**src/design/top_k_heap_select_unit_assert.svh**
```systemverilog
// ----------------------------------------------------------------------------
// top_k_heap_select_unit assertion macros
// concurrent assertion wrappers, compiled out when ASSERT_OFF is defined
// ----------------------------------------------------------------------------
`ifndef TOP_K_HEAP_SELECT_UNIT_ASSERT_SVH
`define TOP_K_HEAP_SELECT_UNIT_ASSERT_SVH

`ifndef ASSERT_OFF

// clocked check, disabled while reset is low
`define TKHS_ASSERT_RST(lbl, clk, rst_n, prop, msg) \
    lbl: assert property (@(posedge clk) disable iff (!(rst_n)) (prop)) else $error(msg);

// clocked check, always armed
`define TKHS_ASSERT_ALWAYS(lbl, clk, prop, msg) \
    lbl: assert property (@(posedge clk) (prop)) else $error(msg);

`else

`define TKHS_ASSERT_RST(lbl, clk, rst_n, prop, msg)
`define TKHS_ASSERT_ALWAYS(lbl, clk, prop, msg)

`endif

`endif

```
**src/design/tkhs_pkg.sv**
```systemverilog
`timescale 1ns / 1ps
// ----------------------------------------------------------------------------
// tkhs_pkg
// shared types and codes of the top-k selection unit
// ----------------------------------------------------------------------------
package tkhs_pkg;

    // stream field widths
    localparam int IN_KEY_W  = 32;
    localparam int OUT_KEY_W = 32;

    // item kinds carried on s_axis_tuser
    localparam logic ACT_INSERT = 1'b0;
    localparam logic ACT_DRAIN  = 1'b1;

    // configuration register indexes
    localparam int   CFG_IDX_W        = 1;
    localparam int   CFG_DATA_W       = 5;
    localparam logic CFG_KEEP_COUNT   = 1'b0;
    localparam logic CFG_KEEP_LARGEST = 1'b1;

    localparam logic [CFG_DATA_W-1:0] KEEP_COUNT_RST = 5'd16;

    // cell operations
    typedef logic [1:0] t_cell_op;
    localparam t_cell_op CELL_HOLD        = 2'd0;
    localparam t_cell_op CELL_INSERT      = 2'd1;
    localparam t_cell_op CELL_REPLACE_LOW = 2'd2;
    localparam t_cell_op CELL_SHIFT_DOWN  = 2'd3;

    // per-cell control from the sequencer
    typedef struct packed {
        t_cell_op op;
        logic     occ;     // cell lies inside the live part of the chain
        logic     at_end;  // cell is the first one past the live part
    } t_cell_ctl;

    // per-cell compare results against the offered key
    typedef struct packed {
        logic gt_raw;  // stored key above offered key
        logic lt_raw;  // stored key below offered key
        logic gt;      // gt_raw for a live cell
        logic lt;      // lt_raw for a live cell
    } t_cell_flags;

endpackage

```
**src/design/tkhs_cell.sv**
```systemverilog
`timescale 1ns / 1ps
// ----------------------------------------------------------------------------
// tkhs_cell
// one slot of the ascending key chain: compares with the offered key and
// takes its own value, the key, or a neighbor's value
// ----------------------------------------------------------------------------
module tkhs_cell #(
    parameter int KEY_BITS = 32
) (
    input  logic                  i_clk,
    input  tkhs_pkg::t_cell_ctl   i_ctl,
    input  logic [KEY_BITS-1:0]   i_key,
    input  logic [KEY_BITS-1:0]   i_left_key,
    input  logic [KEY_BITS-1:0]   i_right_key,
    input  logic                  i_left_gt,
    input  logic                  i_right_lt,
    output logic [KEY_BITS-1:0]   o_key,
    output tkhs_pkg::t_cell_flags o_flags
);

    logic [KEY_BITS-1:0] r_key;
    logic [KEY_BITS-1:0] n_key;
    logic                w_gt;
    logic                w_lt;

    assign w_gt = r_key > i_key;
    assign w_lt = r_key < i_key;

    assign o_flags.gt_raw = w_gt;
    assign o_flags.lt_raw = w_lt;
    assign o_flags.gt     = i_ctl.occ && w_gt;
    assign o_flags.lt     = i_ctl.occ && w_lt;
    assign o_key          = r_key;

    always_comb begin
        unique case (i_ctl.op)
            tkhs_pkg::CELL_INSERT: begin
                // larger keys move up one slot, the key lands in the gap
                if (i_left_gt) begin
                    n_key = i_left_key;
                end else if ((i_ctl.occ && w_gt) || i_ctl.at_end) begin
                    n_key = i_key;
                end else begin
                    n_key = r_key;
                end
            end
            tkhs_pkg::CELL_REPLACE_LOW: begin
                // bottom key drops out, smaller keys move down one slot
                if (i_right_lt) begin
                    n_key = i_right_key;
                end else if (i_ctl.occ && w_lt) begin
                    n_key = i_key;
                end else begin
                    n_key = r_key;
                end
            end
            tkhs_pkg::CELL_SHIFT_DOWN: n_key = i_right_key;
            default:                   n_key = r_key;
        endcase
    end

    always_ff @(posedge i_clk) begin
        r_key <= n_key;
    end

endmodule

```
**config.mk**
```make
export PLATFORM = sky130hd
export DESIGN_NAME = tkhs_cell
export DESIGN_NICKNAME = d
export VERILOG_FILES = /design/src/design/top_k_heap_select_unit_assert.svh /design/src/design/tkhs_pkg.sv /design/src/design/tkhs_cell.sv
export SDC_FILE = /design/constraint.sdc
export NUM_CORES = 1
export LEC_CHECK = 0
export ABC_AREA = 1
export ABC_CLOCK_PERIOD_IN_PS = 3700
export BUFFER_PORTS_ARGS = -buffer_cell sky130_fd_sc_hd__buf_2
export CAP_MARGIN = 40
export CORE_MARGIN = 2
export CORE_UTILIZATION = 47
export CTS_CLUSTER_DIAMETER = 50
export DETAILED_ROUTE_END_ITERATION = 8
export PLACE_DENSITY = 0.82
export SLEW_MARGIN = 10
export SYNTH_ARGS = -nofsm -noshare
export SYNTH_HDL_FRONTEND = slang
export SYNTH_SLANG_ARGS = --single-unit
```
**constraint.sdc**
```tcl
create_clock -name i_clk -period 3.7 [get_ports i_clk]
set_input_delay 0 -clock i_clk [delete_from_list [all_inputs] [get_ports i_clk]]
set_output_delay 0 -clock i_clk [all_outputs]
set_load 0.01 [all_outputs]
```
==> metrics.md <==
| Metric | Value |
|---|---|
| Core region area | `0.00557 sq mm` |
| Start of the worst register-to-register path | `o_key[23]` |
| Routed WL per cell | `~13 um` |
| Maximum number of pins on one net before global-route repair | `65` |
| Cell-internal power | `~0.76 mW` |
| Setup repair after global routing missed its margin | `false` |
| Crit. End Element | `flop` |
| Combinational family with the most area after synthesis | `compound AO/OA/AOI/OAI gates` |
| Class of the most critical setup path | `flop to flop` |
| Number of max-cap violations | `0` |
| Post-synth top area cell | `sky130_fd_sc_hd__edfxtp_1` |
| Clock-pin slew on the worst setup and hold paths | `about 70 ps` |
| Vias in the first global route | `2,604` |
| Cells after synthesis | `about 350` |
| Leading cell types by count after synthesis | `sky130_fd_sc_hd__inv_1, sky130_fd_sc_hd__a21oi_1, sky130_fd_sc_hd__nand2_1` |
| First-pass detailed-route iteration total | `4` |
| Port-buffer cells | `around 140` |
| CTS tree | `yes` |
| Die width | `roughly 80 um` |
| Flop and latch count out of synthesis | `32` |
| VDD IR-drop max | `approximately 0.00016 V` |
| Fraction of the mapped netlist area in adder cells | `0.145` |
| Critical hold path startpoint | `i_left_key[17]` |
| Die extent in y | `between 80 and 90 um` |
| Sequential-to-total area share from yosys stat | `0.349` |
| Die Outline Area | `0.00649 sq mm` |
| Overall routed net length | `just over 7 mm` |
| Synthesized net count | `482` |
| Number of buffers inserted during clock tree synthesis | `5` |
| DRC violation count after routing | `0` |
| Post-synthesis to final-layout area growth | `30.4%` |
| Buffer cell driving the clock tree root | `sky130_fd_sc_hd__clkbuf_8` |
| Number of failing hold endpoints at the final stage | `0` |
| Number of vias per cell | `5.16` |
| Switching fraction of total power | `0.326` |
| Power consumption | `around 1.1 mW` |
| Sw power | `around 0.37 mW` |
| Kind of start point of the critical path | `flop` |
| Worst-skew pair later-pin latency | `between 200 and 300 ps` |
| Worst setup path startpoint | `o_key[23]` |
| Worst-case register-to-register setup slack | `about 1100 ps` |
| Worst path arrival time | `~2500 ps` |
| Power per standard cell area | `313 mW/mm^2` |
| Final clock period utilization by the worst path | `0.689` |
| # clock sinks | `32` |
| Status | `finished, final reports clean` |
| Number of endpoints failing setup at the final stage | `0` |
| Flip-flop cell with the highest count after synthesis | `sky130_fd_sc_hd__edfxtp_1` |
| Slew headroom | `0.403` |
| Synthesized-area fraction occupied by ao, oa, aoi and oai cells | `0.255` |
| # H-tree levels | `2` |
| Maximum clock frequency | `approximately 0.39 GHz` |
| Crit-path max FO | `17` |
| Cell with the most instances after synthesis | `sky130_fd_sc_hd__inv_1` |
| Ant diodes | `0` |
| Area share of the largest cell type after synthesis | `0.349` |
| Total leakage power | `between 1.5 and 2 nW` |
| Vias after detailed routing | `about 2.8k` |
| Post CTS Setup Buffer Count | `0` |
| Share of power burned in the clock network | `0.225` |
| Post-Synth XOR/XNOR Area | `0` |
| Overflow left after global routing | `0` |
| Routed Antenna Nets | `0` |
| Gp weighted congestion | `0.819` |
| First-pass GRT wire length | `about 12 mm` |
| Total of cells resized after clock tree synthesis | `0` |
| Required time of the critical path | `between 3000 and 4000 ps` |
| Max reg flops | `32` |
| Avg Cell Area, Syn | `roughly 7.9 sq um` |
| Type of the worst min-delay path | `input port to flop` |
| Count of fill cells added during filler insertion | `a little over 500` |
| Utilization of the core after routing | `0.644` |
| Post-route setup TNS | `0 ps` |
| Initial core utilization | `0.494` |
| Total I/O pin count | `139` |
| Total GRT Usage | `0.227` |
| Cts hold-fix bufs | `0` |
| Layout cell share with drive strength beyond 1 | `0.331` |
| Combinational power share | `0.349` |
| Antenna violations before repair | `0` |
| Final HPWL from detailed placement | `around 5.7 mm` |
| Cell types occupying the most area after synthesis | `sky130_fd_sc_hd__edfxtp_1, sky130_fd_sc_hd__ha_1, sky130_fd_sc_hd__inv_1` |
| Initial drt markers | `approximately 160` |
| Number of enable flip-flop cells after synthesis | `32` |
| Count of yosys warnings during synthesis | `0` |
| Number of nets in the layout | `612` |
| Cell Rows | `27` |
| Proportion of synthesized area in mux cells | `0` |
| Post-synthesis cell area | `between 0.002 and 0.003 sq mm` |
| Synth unique cells | `24` |
| Simple-gate area share of the yosys netlist | `0.112` |
| Ys async rst share | `0` |
| Transition at the pin with the smallest max-transition slack | `about 900 ps` |
| Final Skew | `5.93 ps` |
| Min Tclk post-route | `about 2600 ps` |
| Deepest clock path buffer count | `2` |
| Final count of pins violating max slew | `0` |
| Seq pwr share | `0.426` |
-- metal layers --
metal	vias up	wire (um)	global-route usage
met1	1260	3070	0.280
li1	1468	-	-
met3	14	498	0.0427
met4	0	184	0.0932
met5	-	0	0
met2	97	3500	0.389
-- power by group through the flow --
stage	clock network (mW)	logic, mW	registers (mW)
floorplan	0	0.214	0.508
global placement	0	0.372	0.485
detailed placement	0	0.394	0.486
CTS	0.259	0.396	0.479
global route	0.273	0.446	0.485
finish	0.253	0.393	0.478
-- through the flow --
| stage | std cells | hold WS [ps] | worst slack (ps) | instance area [sq um] |
|---|---|---|---|---|
| 2_1_floorplan | 347 | 109 | 1030 | 2750 |
| 3_3_place_gp | 540 | 306 | 1100 | 3470 |
| 3_5_place_dp | 542 | 313 | 1160 | 3510 |
| 4_1_cts | 550 | 26.3 | 1140 | 3590 |
| 5_1_grt | 550 | 44.8 | 912 | 3590 |
| 6_report | 550 | 29.2 | 1150 | 3590 |
-- cells by family after synthesis --
logic type,Yosys count
AO/OA/AOI/OAI,115
buffers and inverters,98
AND/OR/NAND/NOR,70
adder cells (fa/ha/maj),32
flip-flops,32
-- final timing paths --
| check | to | depth (start not counted) |
|---|---|---|
| min | o_key[17] | 3 |
| min reg2reg | o_key[1] | 8 |
| max reg2reg | o_key[16] | 12 |
| max | o_key[16] | 12 |
-- layout by cell type (no fill, tap or decap), types with 5 or more instances in the layout --
cell type	netlist	final
sky130_fd_sc_hd__nor2_1	10	10
sky130_fd_sc_hd__o221ai_1	30	30
sky130_fd_sc_hd__a21oi_1	44	44
sky130_fd_sc_hd__inv_1	79	79
sky130_fd_sc_hd__ha_1	32	32
sky130_fd_sc_hd__edfxtp_1	32	32
sky130_fd_sc_hd__nand2_1	43	43
sky130_fd_sc_hd__o21ai_0	36	35
sky130_fd_sc_hd__buf_2	6	138
sky130_fd_sc_hd__clkbuf_8	0	5
-- layout make-up --
cell class / instances / area, sq um / area share
Multi-Input combinational cell: 217 / 1420 / 0.395
Sequential cell: 32 / 961 / 0.268
Timing Repair Buffer: 141 / 741 / 0.206
Inverter: 80 / 300 / 0.0836
Tap cell: 72 / 90.1 / 0.0251
Clock buffer: 7 / 76.3 / 0.0213
Clock inverter: 1 / 3.75 / 0.00105
-- critical path, cell delays in order (launching register included) --
cell and delay (ps):
sky130_fd_sc_hd__edfxtp_1 390, sky130_fd_sc_hd__ha_1 310, sky130_fd_sc_hd__nand2_1 80, sky130_fd_sc_hd__nor2_2 130, sky130_fd_sc_hd__nand4_1 140, sky130_fd_sc_hd__nor2_2 150, sky130_fd_sc_hd__nand2_2 90, sky130_fd_sc_hd__nand2_2 90
sky130_fd_sc_hd__nand3_2 80, sky130_fd_sc_hd__nand2_1 70, sky130_fd_sc_hd__inv_1 60, sky130_fd_sc_hd__nor2_4 430, sky130_fd_sc_hd__buf_16 220
(Power assumes the default switching activity.)
